<file path="config.mk">
export PLATFORM = sky130hd
export DESIGN_NAME = scks_win_track
export DESIGN_NICKNAME = d
export VERILOG_FILES = /design/src/design/scks_pkg.sv /design/src/design/scks_win_track.sv
export SDC_FILE = /design/constraint.sdc
export NUM_CORES = 1
export LEC_CHECK = 0
export BUFFER_PORTS_ARGS = -buffer_cell sky130_fd_sc_hd__clkbuf_2
export CORE_ASPECT_RATIO = 0.9
export CORE_MARGIN = 2
export CORE_UTILIZATION = 40
export CTS_BUF_LIST = sky130_fd_sc_hd__clkbuf_4
export CTS_CLUSTER_DIAMETER = 40
export DETAILED_ROUTE_END_ITERATION = 6
export MAX_ROUTING_LAYER = met4
export PLACE_DENSITY_LB_ADDON = 0.05
export SLEW_MARGIN = 20
export SYNTH_ARGS = -nofsm -noshare
export SYNTH_HDL_FRONTEND = slang
export SYNTH_SLANG_ARGS = --single-unit
export TNS_END_PERCENT = 50
</file>
<file path="constraint.sdc">
create_clock -name clk -period 5.8 [get_ports clk]
set_input_delay 1.16 -clock clk [delete_from_list [all_inputs] [get_ports clk]]
set_output_delay 1.16 -clock clk [all_outputs]
set_load 0.1 [all_outputs]
</file>
<file path="src/design/scks_pkg.sv">
`default_nettype none

package scks_pkg;

  localparam int MAX_ROWS_DEF   = 64;
  localparam int MAX_COLS_DEF   = 64;
  localparam int PIXEL_BITS_DEF = 16;

  localparam int SUM_W  = 23;
  localparam int IDX_W  = 6;
  localparam int REG_W  = 7;
  localparam int CFG_DW = 32;
  localparam int CFG_AW = 4;

  typedef enum logic [1:0] {
    REG_ROWS   = 2'd0,
    REG_COLS   = 2'd1,
    REG_KSIZE  = 2'd2,
    REG_STRIDE = 2'd3
  } reg_idx_t;

  // effective (clamped) configuration plus values derived from the kernel size
  typedef struct packed {
    logic [REG_W-1:0] rows;
    logic [REG_W-1:0] cols;
    logic [REG_W-1:0] s;
    logic [REG_W-1:0] half;
    logic [REG_W-1:0] kh;
    logic [REG_W-1:0] km1;
    logic [REG_W-1:0] kr;
  } win_cfg_t;

  typedef struct packed {
    logic trig;
    logic row_end;
    logic frame_end;
  } win_flags_t;

  function automatic int pos_bits(input int n);
    return (n > 1) ? $clog2(n) : 1;
  endfunction

  function automatic int calc_iw(input int rw, input int cw);
    int xw;
    xw = (rw > cw) ? rw : cw;
    return ((xw > REG_W) ? xw : REG_W) + 2;
  endfunction

endpackage

`default_nettype wire

</file>
<file path="src/design/scks_win_track.sv">
`default_nettype none

module scks_win_track import scks_pkg::*; #(
  parameter int MAX_ROWS = MAX_ROWS_DEF,
  parameter int MAX_COLS = MAX_COLS_DEF,
  localparam int RW = pos_bits(MAX_ROWS),
  localparam int CW = pos_bits(MAX_COLS)
) (
  input  wire logic             clk,
  input  wire logic             rst_n,
  input  wire win_cfg_t         cfg,
  input  wire logic             restart,
  input  wire logic             adv,
  output logic     [RW-1:0]     pos_r,
  output logic     [CW-1:0]     pos_c,
  output logic     [IDX_W-1:0]  grid_row,
  output logic     [IDX_W-1:0]  grid_col,
  output win_flags_t            flags
);

  localparam int IW = calc_iw(RW, CW);

  logic [RW-1:0]    r_r, r_nxt;
  logic [CW-1:0]    c_r, c_nxt;
  logic [REG_W-1:0] cdown_r, cdown_nxt, rdown_r, rdown_nxt;
  logic [IDX_W-1:0] orow_r, orow_nxt, ocol_r, ocol_nxt;
  logic             fresh_r, fresh_nxt;

  logic [REG_W-1:0] cd, rd;
  logic [IDX_W-1:0] orow_v, ocol_v;
  logic [IW-1:0]    sum_kh;
  logic             col_fit, last_col, last_row;

  assign cd     = fresh_r ? cfg.half : cdown_r;
  assign rd     = fresh_r ? cfg.km1 : rdown_r;
  assign orow_v = fresh_r ? '0 : orow_r;
  assign ocol_v = fresh_r ? '0 : ocol_r;

  assign sum_kh   = IW'(c_r) + IW'(cfg.kh);
  assign col_fit  = sum_kh <= IW'(cfg.cols);
  assign last_col = (IW'(c_r) + IW'(1)) >= IW'(cfg.cols);
  assign last_row = (IW'(r_r) + IW'(1)) >= IW'(cfg.rows);

  assign flags.trig      = (cd == '0) && (rd == '0) && col_fit;
  assign flags.row_end   = (sum_kh + IW'(cfg.s)) > IW'(cfg.cols);
  assign flags.frame_end = flags.row_end &&
                           ((IW'(r_r) + IW'(cfg.s) + IW'(1)) > IW'(cfg.rows));

  assign pos_r    = r_r;
  assign pos_c    = c_r;
  assign grid_row = orow_v;
  assign grid_col = ocol_v;

  always_comb begin
    r_nxt     = r_r;
    c_nxt     = c_r;
    cdown_nxt = cdown_r;
    rdown_nxt = rdown_r;
    orow_nxt  = orow_r;
    ocol_nxt  = ocol_r;
    fresh_nxt = fresh_r;
    if (restart) begin
      r_nxt     = '0;
      c_nxt     = '0;
      fresh_nxt = 1'b1;
    end else if (adv) begin
      fresh_nxt = 1'b0;
      if (last_col) begin
        c_nxt     = '0;
        cdown_nxt = cfg.half;
        ocol_nxt  = '0;
        if (last_row) begin
          r_nxt     = '0;
          rdown_nxt = cfg.km1;
          orow_nxt  = '0;
        end else begin
          r_nxt = r_r + RW'(1);
          if (rd == '0) begin
            rdown_nxt = cfg.s - REG_W'(1);
            orow_nxt  = orow_v + IDX_W'(1);
          end else begin
            rdown_nxt = rd - REG_W'(1);
            orow_nxt  = orow_v;
          end
        end
      end else begin
        c_nxt     = c_r + CW'(1);
        rdown_nxt = rd;
        orow_nxt  = orow_v;
        if (cd == '0) begin
          cdown_nxt = cfg.s - REG_W'(1);
          ocol_nxt  = ocol_v + IDX_W'(1);
        end else begin
          cdown_nxt = cd - REG_W'(1);
          ocol_nxt  = ocol_v;
        end
      end
    end
  end

  always_ff @(posedge clk) begin
    if (!rst_n) begin
      r_r     <= '0;
      c_r     <= '0;
      cdown_r <= '0;
      rdown_r <= '0;
      orow_r  <= '0;
      ocol_r  <= '0;
      fresh_r <= 1'b1;
    end else begin
      r_r     <= r_nxt;
      c_r     <= c_nxt;
      cdown_r <= cdown_nxt;
      rdown_r <= rdown_nxt;
      orow_r  <= orow_nxt;
      ocol_r  <= ocol_nxt;
      fresh_r <= fresh_nxt;
    end
  end

endmodule

`default_nettype wire

</file>
# Word-level counts from Yosys, hierarchy flattened
# Index checks and enable logic that the tools add are counted.
# classes
addsub,13
n_lt_le_gt_ge,5
mux,16
n_bitwise,2
n_reduce_logical,8
# op_table
operator,count
$mux W6,9
$mux W7,7
$add A6 B1 Y6 const B,4
$sub A7 B1 Y7 const B,3
$gt A9 B7 Y1,2
$add A6 B7 Y8,2
$add A6 B1 Y7 const B,2
$ge A7 B7 Y1,2
$logic_not A7 Y1,2
$add A8 B1 Y9 const B,1
$add A8 B7 Y9,1
$le A8 B7 Y1,1
$reduce_and A2 Y1,2
$logic_and A1 B1 Y1,3
$not A1 Y1,2
$reduce_or A2 Y1,1
# word_totals
register_bits,39
input_bits,53
output_inout_bits,27

# Depth between registers and ports, before layout
# logic_depth
depth_word,5
depth_mapped,17
depth_no_buf,17

# Least setup slack after synthesis
# No wires, ideal clock.
# synth_path
path_kind,reg2out
from,"register c_r[0], in the netlist pos_c[0]"
to,output flags[0] in the netlist's numbering
arrival_time_ps,5030
t_required_ps,4640
slack_ps,-390
stages_incl_launch_ff,18
cell_sequence,dfxtp_1 -> ha_1 -> inv_1 -> fa_1 -> nor2b_1 -> o21ai_0 -> a21oi_1 -> nor2_1 -> ha_1 -> o211ai_1 -> a21oi_1 -> nor2_1 -> xnor2_1 -> ha_1 -> nand3_1 -> o22a_1 -> o31ai_1 -> a22oi_1
# synth_lines
element,line,text
from (decl),scks_win_track.sv:24,"logic [CW-1:0] c_r, c_nxt;"
from (signal assigned),scks_win_track.sv:112,c_r <= c_nxt;
to (decl),scks_win_track.sv:18,output win_flags_t flags

==> run metrics <==
die height 104.5 microns; Vias 4,522; final worst-path cycle share 95.56%; RePlAce Congestion 0.8464; vias in the first global route 4,212; Clock Pin Slew Worst Setup and Hold Paths 0.12 ns; Top Ports 80; Avg WL per Cell 16.51 microns; critical path capture point type output pin; Post-DRT Antenna Nets 0; port buffer count 72; DR iter-0 viols 229; GRT Overall Usage 22.63%; CP required 4.64 ns; CP Class primary input to output pin; CTS Root Cell clkbuf_4; max_slew headroom 41.80%; initial antenna violation count 0; Power Total 0.0007275 W; final routed DRC violation total 0; Syn Inst Count 581; fin crit period 5.543 ns; TritonCTS Sinks 39; asr flop ratio synth 0%; Detailed Routing Iterations Pass 1 5; synthesized area per cell 7.725 sq um; Synth Cell Area 4488 sq um; Most used DFF post-synth dfxtp_1; Mapped Nets 699; type of origin of the critical path primary input; setup TNS 0 ns; H-tree depth 2; sequential-to-total area share from yosys stat 17.40%; unrepaired setup endpoints after global routing false; cts hold-fix bufs 0; Num CTS Buffers 5; Rows 36; register area 782.0 sq um; Worst Skew 0.01176 ns; latest clock arrival within the worst-skew pair 0.38 ns; number of synthesized flops with an enable pin 0; synth-to-layout area growth 12.80%; final setup violation count 0; Final Max Slew Viols 0; core area 10,900 sq um; Die ar. 12,080 sq um; Max Clk Rate 180.4 MHz; # nets final 760; Worst Hold Class flop to flop; Worst-Margin Slew 0.8730 ns; Multi-input gate area 3465 sq um; fill count 1,136; Setup WS post-layout 0.2574 ns; diode count 0; LEAKAGE 2.294 nW; Netlist cell types 70; worst-path maximum fanout 4; Final Hold Viols 0; largest net degree at the start of global routing 31; Max Cap Viol 0; post-place setup slack 0.2001 ns; Routed WL 13,120 microns; vias per cell 5.688; total gr overflow 0; PwrDens 143.7 nW/um^2; Horiz. Die Dim 115.7 microns; status finished, final reports clean; peak supply drop 120.7 uV; Clock Tree Buf Depth 2; hpwl dp 10,050 microns; Initial Utilization 41.17%; CTS tree built; yosys warns 0; register bit total from synthesis 39; WP data arrival 4.38 ns; first-pass GRT wire length 21,510 microns; share of cells above drive strength 1 16.33%
## path summary, 6_finish.rpt
path | to | slack, ns | start | cells past startpoint
setup / recovery | flags[1] | 0.26 | cfg[14] | 18
hold / removal | ocol_r[1]$_SDFFE_PN0P_ | 0.49 | ocol_r[1]$_SDFFE_PN0P_ | 2
setup reg to reg | ocol_r[4]$_SDFFE_PN0P_ | 2.31 | pos_c[2]$_SDFFE_PP0P_ | 10
hold reg to reg | ocol_r[1]$_SDFFE_PN0P_ | 0.49 | ocol_r[1]$_SDFFE_PN0P_ | 2
## registers in the layout (all words and copies together) (netlist names)
name	cells
fresh_r	1
ocol_r	6
pos_r	6
rdown_r	7
pos_c	6
orow_r	6
cdown_r	7
## through the flow
step           cells  utilization, %  cell area, sq um  hold WS, ns
6_report         795           46.44              5062       0.4859
5_1_grt          795           46.44              5062       0.5195
4_1_cts          795           46.38              5056       0.4889
3_5_place_dp     787           45.90              5004       0.4694
3_3_place_gp     787           45.90              5004       0.4531
2_1_floorplan    581               -              4493       0.4373
## where the power goes
| group | switching (W) | total, W | internal (W) | leakage [nW] |
|---|---|---|---|---|
| Sequential | 0.0000107 | 0.000287 | 0.000276 | 0.317 |
| Combinational | 0.000173 | 0.000289 | 0.000116 | 1.95 |
| Clock | 0.000102 | 0.000152 | 0.0000497 | 0.0307 |
| Total | 0.000285 | 0.000727 | 0.000442 | 2.29 |
## critical path, stage by stage
cell and delay [ns]:
clkbuf_2 0.08, ha_1 0.15, inv_1 0.05, fa_1 0.39, xnor2_1 0.33, ha_1 0.34, o21ai_0 0.16, nor2_1 0.08
o21a_1 0.19, nor2_1 0.11, xnor2_1 0.15, ha_1 0.27, o21ai_0 0.08, a21oi_1 0.06, o31ai_1 0.27, buf_4 0.18
nand2_1 0.05, clkbuf_4 0.27
## kinds of logic after synthesis
kind of cell             share of synthesized area [%]
flip-flops                                       17.40
adder cells (fa/ha/maj)                          18.62
AND/OR/NAND/NOR                                  23.36
XOR/XNOR                                         5.659
buffers and inverters                            5.687
multiplexers                                     4.544
AO/OA/AOI/OAI                                    24.73
## synth_stat cells, drive strengths merged, types with 4 or more instances
| cell | instances | area (sq um) |
|---|---|---|
| ha | 62 | 775.7 |
| o21ai | 48 | 240.2 |
| nor2 | 43 | 163.9 |
| a21oi | 39 | 195.2 |
| dfxtp | 39 | 780.8 |
| inv | 38 | 142.6 |
| nand2 | 36 | 135.1 |
| nand3 | 26 | 130.1 |
| xnor2 | 23 | 201.4 |
| nor3 | 21 | 110.1 |
| mux2i | 17 | 170.2 |
| nor2b | 17 | 106.4 |
| clkbuf | 16 | 60.06 |
| a31oi | 12 | 75.07 |
| o21a | 11 | 83.83 |
| a211oi | 9 | 67.56 |
| a21o | 9 | 67.56 |
| and3 | 9 | 56.30 |
| buf | 9 | 52.54 |
| nand2b | 6 | 45.04 |
| nor3b | 6 | 56.31 |
| nor4 | 6 | 52.55 |
| o31ai | 6 | 45.04 |
| xor2 | 6 | 52.55 |
| nand4 | 5 | 31.28 |
| nand4b | 4 | 35.03 |
| o22ai | 4 | 31.28 |
## repair_timing
item / CTS / global route
endpoints found under the hold margin: 0 / 0
endpoints found under the setup margin: 0 / 2
resized for setup: 0 / 3
setup buffers: 0 / 0
## placed cells by master, fill, tap and decap left out, types with 12 or more instances in the layout
cell / instances
nand3_1: 26
nand2_1: 36
xnor2_1: 23
mux2i_1: 17
o21ai_0: 46
nor2b_1: 17
dfxtp_1: 38
inv_1: 38
clkbuf_2: 70
a21oi_1: 38
a31oi_1: 12
ha_1: 62
nor2_1: 42
nor3_1: 20
## layout make-up
type / instances / area share, %
clock buffers: 6 / 0.8898
clock inverters: 2 / 0.1483
inverters: 38 / 2.818
multi-input cells: 479 / 68.44
flip-flops and latches: 39 / 15.45
well taps: 152 / 3.757
repair buffers: 79 / 8.502
## layer usage
metal / wire length, microns / share of wire [%] / track usage [%] / vias to the layer above
li1: - / - / - / 2268
met1: 6713 / 51 / 32.26 / 2120
met2: 5774 / 44 / 34.59 / 113
met3: 515 / 3.9 / 2.914 / 21
met4: 119 / 0.91 / 3.997 / 0
met5: 0 / 0 / - / -
Power figures use the tool's default switching activity.
