==> config.mk <==
export PLATFORM = sky130hd
export DESIGN_NAME = scks_cfg_regs
export DESIGN_NICKNAME = d
export VERILOG_FILES = /design/src/design/scks_pkg.sv /design/src/design/scks_cfg_regs.sv
export SDC_FILE = /design/constraint.sdc
export NUM_CORES = 1
export LEC_CHECK = 0
export BUFFER_PORTS_ARGS = -buffer_cell sky130_fd_sc_hd__clkbuf_2
export CAP_MARGIN = 20
export CORE_MARGIN = 3
export CORE_UTILIZATION = 46
export DETAILED_ROUTE_END_ITERATION = 12
export PLACE_DENSITY_LB_ADDON = 0.12
export SYNTH_ARGS = -nofsm -noshare
export SYNTH_HDL_FRONTEND = slang
export SYNTH_SLANG_ARGS = --single-unit
==> constraint.sdc <==
create_clock -name clk -period 3.38 [get_ports clk]
set_clock_uncertainty 0.1 [all_clocks]
set_input_delay 0.507 -clock clk [delete_from_list [all_inputs] [get_ports clk]]
set_output_delay 0.507 -clock clk [all_outputs]
set_load 0.1 [all_outputs]
==> src/design/scks_pkg.sv <==
`default_nettype none

package scks_pkg;

  localparam int MAX_ROWS_DEF   = 64;
  localparam int MAX_COLS_DEF   = 64;
  localparam int PIXEL_BITS_DEF = 16;

  localparam int SUM_W  = 23;
  localparam int IDX_W  = 6;
  localparam int REG_W  = 7;
  localparam int CFG_DW = 32;
  localparam int CFG_AW = 4;

  typedef enum logic [1:0] {
    REG_ROWS   = 2'd0,
    REG_COLS   = 2'd1,
    REG_KSIZE  = 2'd2,
    REG_STRIDE = 2'd3
  } reg_idx_t;

  // effective (clamped) configuration plus values derived from the kernel size
  typedef struct packed {
    logic [REG_W-1:0] rows;
    logic [REG_W-1:0] cols;
    logic [REG_W-1:0] s;
    logic [REG_W-1:0] half;
    logic [REG_W-1:0] kh;
    logic [REG_W-1:0] km1;
    logic [REG_W-1:0] kr;
  } win_cfg_t;

  typedef struct packed {
    logic trig;
    logic row_end;
    logic frame_end;
  } win_flags_t;

  function automatic int pos_bits(input int n);
    return (n > 1) ? $clog2(n) : 1;
  endfunction

  function automatic int calc_iw(input int rw, input int cw);
    int xw;
    xw = (rw > cw) ? rw : cw;
    return ((xw > REG_W) ? xw : REG_W) + 2;
  endfunction

endpackage

`default_nettype wire

==> src/design/scks_cfg_regs.sv <==
`default_nettype none

module scks_cfg_regs import scks_pkg::*; #(
  parameter int MAX_ROWS = MAX_ROWS_DEF,
  parameter int MAX_COLS = MAX_COLS_DEF
) (
  input  wire logic              clk,
  input  wire logic              rst_n,
  input  wire logic              psel,
  input  wire logic              penable,
  input  wire logic              pwrite,
  input  wire logic [CFG_AW-1:0] paddr,
  input  wire logic [CFG_DW-1:0] pwdata,
  output logic      [CFG_DW-1:0] prdata,
  output logic                   pready,
  output win_cfg_t               cfg,
  output logic                   restart
);

  logic [REG_W-1:0] rows_r, cols_r, ksz_r, str_r;
  logic [REG_W-1:0] rows_nxt, cols_nxt, ksz_nxt, str_nxt;
  logic [REG_W-1:0] k_e;
  reg_idx_t         idx;
  logic             wr;

  assign pready = 1'b1;
  assign idx    = reg_idx_t'(paddr[3:2]);
  assign wr     = psel && penable && pwrite;
  assign restart = wr;

  always_comb begin
    rows_nxt = rows_r;
    cols_nxt = cols_r;
    ksz_nxt  = ksz_r;
    str_nxt  = str_r;
    if (wr) begin
      unique case (idx)
        REG_ROWS:   rows_nxt = pwdata[REG_W-1:0];
        REG_COLS:   cols_nxt = pwdata[REG_W-1:0];
        REG_KSIZE:  ksz_nxt  = pwdata[REG_W-1:0];
        REG_STRIDE: str_nxt  = pwdata[REG_W-1:0];
        default:    rows_nxt = rows_r;
      endcase
    end
  end

  always_ff @(posedge clk) begin
    if (!rst_n) begin
      rows_r <= REG_W'(64);
      cols_r <= REG_W'(64);
      ksz_r  <= REG_W'(3);
      str_r  <= REG_W'(1);
    end else begin
      rows_r <= rows_nxt;
      cols_r <= cols_nxt;
      ksz_r  <= ksz_nxt;
      str_r  <= str_nxt;
    end
  end

  always_comb begin
    unique case (idx)
      REG_ROWS:   prdata = CFG_DW'(rows_r);
      REG_COLS:   prdata = CFG_DW'(cols_r);
      REG_KSIZE:  prdata = CFG_DW'(ksz_r);
      REG_STRIDE: prdata = CFG_DW'(str_r);
      default:    prdata = '0;
    endcase
  end

  // zero acts as one, frame size limited to the store
  always_comb begin
    if (rows_r == '0) begin
      cfg.rows = REG_W'(1);
    end else if (32'(rows_r) > MAX_ROWS) begin
      cfg.rows = REG_W'(MAX_ROWS);
    end else begin
      cfg.rows = rows_r;
    end
    if (cols_r == '0) begin
      cfg.cols = REG_W'(1);
    end else if (32'(cols_r) > MAX_COLS) begin
      cfg.cols = REG_W'(MAX_COLS);
    end else begin
      cfg.cols = cols_r;
    end
    k_e      = (ksz_r == '0) ? REG_W'(1) : ksz_r;
    cfg.s    = (str_r == '0) ? REG_W'(1) : str_r;
    cfg.half = k_e >> 1;
    cfg.kh   = k_e - cfg.half;
    cfg.km1  = k_e - REG_W'(1);
    cfg.kr   = cfg.km1 - cfg.half;
  end

endmodule

`default_nettype wire

* Yosys cells after proc, flatten, opt, wreduce, memory -nomap -nowiden
Index checks and enable logic that the tools add are counted.
Word-level totals: bits in registers 28, bits of input ports 41, output and inout bits 83, word-level logic and storage cells 30
Operators by class: $add $sub $neg 3, order comparisons 2, equal/unequal tests 3, muxes and demuxes 7, reduce and logical (&&, ||, !) cells 11
Operators by type and width (count):
- one-hot mux 32 bit (4 select lines) | 1
- 2-to-1 mux 7 bit | 6
- zero test 7 bit | 4
- > comparator 7 bit, second input constant | 2
- subtractor 7 x 6 -> 7 bit | 2
- AND reduction 2 bit | 4
- subtractor 7 x 1 -> 7 bit, second input constant | 1
- equality test 2 bit, second input constant | 2
- equality test 2 x 1 -> 1 bit, second input constant | 1
- logical AND 1 bit | 2
- zero test 2 bit | 1

* Longest topological paths before layout
word-level depth 4, mapped depth 13, depth with buffers taken out 13

* Worst setup path before layout
OpenSTA, ideal clock, no wires.
kind reg2out, from reg ksz_r[5], to out cfg[5] (netlist name), data arrival time 8.566 ns, required time 2.773 ns, setup slack -5.793 ns, cell stages (with the launch flop) 12, path buffers 0, cell sequence dfxtp_1 inv_1 ha_1 a31oi_1 inv_1 ha_1 inv_1 ha_1 nor2b_1 o21a_1 o21a_1 o311ai_0
RTL lines:
- start, declared | line scks_cfg_regs.sv:20 | logic [REG_W-1:0] rows_r, cols_r, ksz_r, str_r;
- start signal, assigned | line scks_cfg_regs.sv:56 | ksz_r <= ksz_nxt;
- end, declared | line scks_cfg_regs.sv:16 | output win_cfg_t cfg,

==> out/summary.txt <==
===============================================================================================
Cells traversed along the worst timing path                                        inv_2, ha_4, nand4b_1, nand2_2, ha_4, inv_2, o21ai_2, a22o_1, a32o_2, ha_4, nor2b_4, a221oi_4, o311ai_4, buf_12
Aggregate global routing overflow                                                             0
Total Wirelength                                                                        5.46 mm
Nature of the critical path startpoint                                                flip-flop
Violated checks                                                                    negative setup slack
Antenna violations before repair                                                              0
Maximum buffer depth of the clock tree                                                        2
Die outline width                                                                       77.5 um
Crit path max fanout                                                                          5
Number of buffers added by the clock tree synthesis step                                      3
Router iterations before antenna repair                                                       4
Number of pins exceeding their max-slew limit in the final report                             0
Proportion of synthesized flip-flops having asynchronous set or reset                        0%
Internal power                                                                         0.560 mW
Average cell area after synthesis                                                     9.12 um^2
Detail Placement HPWL                                                                   4.38 mm
Depth of the worst hold-timing path                                                           3
Clock input transition at the sequential cells of the worst setup and hold paths        0.09 ns
Dpl cell area                                                                         3100 um^2
Highest ir drop seen on vdd                                                              243 uV
Ant diodes                                                                                    0
Post-layout worst setup margin                                                       -0.0969 ns
Share of the clock period used by the worst path                                           103%
Placement Setup Slack                                                                -0.0701 ns
Average wire per standard cell                                                          13.5 um
H-tree lvl count                                                                              1
Worst hold path type                                                                     in2reg
Synth-to-Final Area Change                                                                43.0%
Distinct cell type count of the synthesized netlist                                          38
Most used DFF post-synth                                                           sky130_fd_sc_hd__dfxtp_1
Total count of hold-check failures in the final report                                        0
Standard-cell row count                                                                      25
PD cells                                                                            311 nW/um^2
Via count of the first global-routing pass                                                 1897
Capture instance of the worst register-to-register path                                ksz_r[1]
Maxcap violations                                                                             0
Setup TNS                                                                             -0.117 ns
Startpoint of the most critical hold path                                             pwdata[6]
Top Ports                                                                                   124
Required @ worst endpoint                                                               2.77 ns
First-pass GRT wire length                                                              9.16 mm
Number of nets in the finished design                                                       401
Worst R2R Path Depth                                                                          4
Clock latency at the later pin of the worst-skew pair                                   0.27 ns
Worst path max stage delay                                                              0.34 ns
Number of vias per cell after detailed routing                                             4.81
Reg-to-Reg Start                                                                       ksz_r[1]
Minimum clock period                                                                    3.48 ns
Post-route cell area                                                                  3360 um^2
DRC                                                                                           0
Number of register bits inferred by synthesis                                                28
Count of yosys warnings during synthesis                                                      0
DIE HEIGHT                                                                              77.5 um
Class of the most critical setup path                                                   reg2out
Global routing usage summed across all routing layers                                     18.5%
Maximum number of pins on one net before global-route repair                                 29
Finished Layout Cells                                                                       405
Status                                                                             finished with violations
Transition at the pin with the smallest max-transition slack                           0.704 ns
Starting Density                                                                          48.8%
Root buf cell                                                                      sky130_fd_sc_hd__clkbuf_8
Portion of the post-synthesis area used by sequential elements                            23.8%
Cell area after synthesis                                                             2350 um^2
Setup-violating endpoint count in the final report                                            2
Reported leakage power                                                                  1.53 nW
Clock tree from TritonCTS                                                                 built
DRT antenna net count                                                                         0
DR iter-0 viols                                                                              75
Part of the power in the clock network                                                    19.9%
Share of power burned in combinational logic                                              47.7%
Proportion of power drawn by flip-flops and latches                                       32.4%
Setup repair after global routing missed its margin                                        true
Worst Path Arrival                                                                      2.87 ns
Kind of cell adding the most delay to the critical path                            compound AO/OA/AOI/OAI gates
RD Place Congestion                                                                       0.818
Register-to-register setup slack                                                        2.35 ns
Final Total Pwr                                                                         1.04 mW
Final core utilization                                                                    69.8%
Total placed cells including tap cells                                                      388
Core ar.                                                                              4820 um^2
Cell with the biggest individual delay on the critical path                        sky130_fd_sc_hd__dfxtp_2
Via count                                                                                  1949
Net Sw Frac                                                                               46.4%
Slew headroom                                                                             52.9%
Ratio of cells with drive above 1 in the final layout                                     46.4%
Reported net switching power                                                           0.485 mW
Number of sinks on the clock net                                                             28
Floorplan die area                                                                    6010 um^2
Final-layout fill cell count                                                                392
Kind of end point of the critical path                                               output pin
Mapped Cells                                                                                258
Number of flops mapped to enable cells by yosys                                               0
Buffers on Ports                                                                             69
CP Buf/Inv Count                                                                              3
Hold Crit Endpoint                                                                    cols_r[6]
Post-route worst hold slack                                                            0.403 ns
Top cell by count, worst path                                                      sky130_fd_sc_hd__ha_4
Maximum clock rate                                                                      288 MHz
===============================================================================================
worst max path at each step:
stage,startpoint,endpoint,slack [ns],cells past startpoint
2_1_floorplan,ksz_r[5],cfg[5],-1.43,11
3_5_place_dp,ksz_r[5],cfg[5],-0.07,14
3_3_place_gp,ksz_r[5],cfg[5],-0.01,14
5_1_grt,ksz_r[4],cfg[5],-0.25,14
6_report,ksz_r[5],cfg[5],-0.1,14
4_1_cts,ksz_r[5],cfg[5],-0.07,14
what timing repair did:
action                     CTS  global route
setup buffers                7             6
gates resized for setup     15             8
setup endpoints to repair    3             5
hold buffers                 0             0
pin swaps                   10             9
power groups by stage:
stage	sequential (mW)	clock, mW	combinational [mW]
after global placement	0.346	0	0.484
after global routing	0.340	0.223	0.515
after detailed placement	0.346	0	0.486
after floorplan	0.346	0	0.428
final	0.339	0.208	0.498
after CTS	0.339	0.213	0.493
registers in the layout (all words and copies together) (netlist names):
name,count
cols_r,7
ksz_r,7
rows_r,7
str_r,7
routing by layer:
layer  routed length (um)  vias to the layer above  GRT usage [%]
met2                 2960                       55           34.0
met5                    0                        -              0
met4                   68                        0           7.30
li1                     -                      965              -
met1                 2220                      923           22.0
met3                  220                        6           1.86
logic make-up (layout without fill, tap and decap cells):
logic type | after synthesis | count (layout) | share of synthesized area [%]
AND/OR/NAND/NOR | 69 | 69 | 16.8
buffers and inverters | 64 | 119 | 16.3
multiplexers | 34 | 34 | 18.2
AO/OA/AOI/OAI | 28 | 28 | 8.35
flip-flops | 28 | 28 | 23.8
adder cells (fa/ha/maj) | 21 | 21 | 11.8
XOR/XNOR | 12 | 12 | 4.47
other | 2 | 27 | 0.319
cells in the mapped netlist, drive strengths merged (2+ instances only):
cell type | count | area share (%)
xor2 | 6 | 2.2
fa | 2 | 1.7
nor2b | 38 | 10
o21ai | 2 | 0.43
nor3 | 3 | 0.64
nand2 | 9 | 1.4
mux2i | 27 | 11
o21a | 2 | 0.64
dfxtp | 28 | 24
ha | 19 | 10
a21o | 2 | 0.64
o21bai | 4 | 1.3
inv | 16 | 2.6
a221oi | 2 | 0.74
clkbuf | 14 | 2.2
buf | 34 | 11
o211ai | 2 | 0.64
xnor2 | 6 | 2.2
nor2 | 11 | 1.8
conb | 2 | 0.32
mux4 | 7 | 6.7
a21oi | 7 | 1.5
area by class of cell:
class / instances / area (um^2) / share of cell area [%]
timing repair buffer: 99 / 699 / 20.8
sequential: 28 / 566 / 16.8
clock buffer: 4 / 55.1 / 1.64
inverter: 16 / 63.8 / 1.90
tap: 67 / 83.8 / 2.49
multi-input combinational: 191 / 1900 / 56.4
cells in the final DEF (no fill, tap or decap), types with 8 or more instances in the layout:
master	synthesis	layout
sky130_fd_sc_hd__inv_1	16	11
sky130_fd_sc_hd__nor2_1	11	9
sky130_fd_sc_hd__nand2_1	9	8
sky130_fd_sc_hd__dfxtp_1	28	24
sky130_fd_sc_hd__clkbuf_2	0	59
sky130_fd_sc_hd__nor2b_1	38	37
sky130_fd_sc_hd__conb_1	2	27
sky130_fd_sc_hd__ha_1	19	10
sky130_fd_sc_hd__buf_12	0	8
sky130_fd_sc_hd__mux2i_1	27	27
sky130_fd_sc_hd__buf_4	30	31
worst reg2reg max path: cells and delay by family, from the launching register on:
| kind | cells | cell delay (ns) |
|---|---|---|
| compound gates | 1 | 0.15 |
| flops | 1 | 0.34 |
| buf+inv | 3 | 0.38 |
Note: power is estimated with default switching activity, not from simulation.
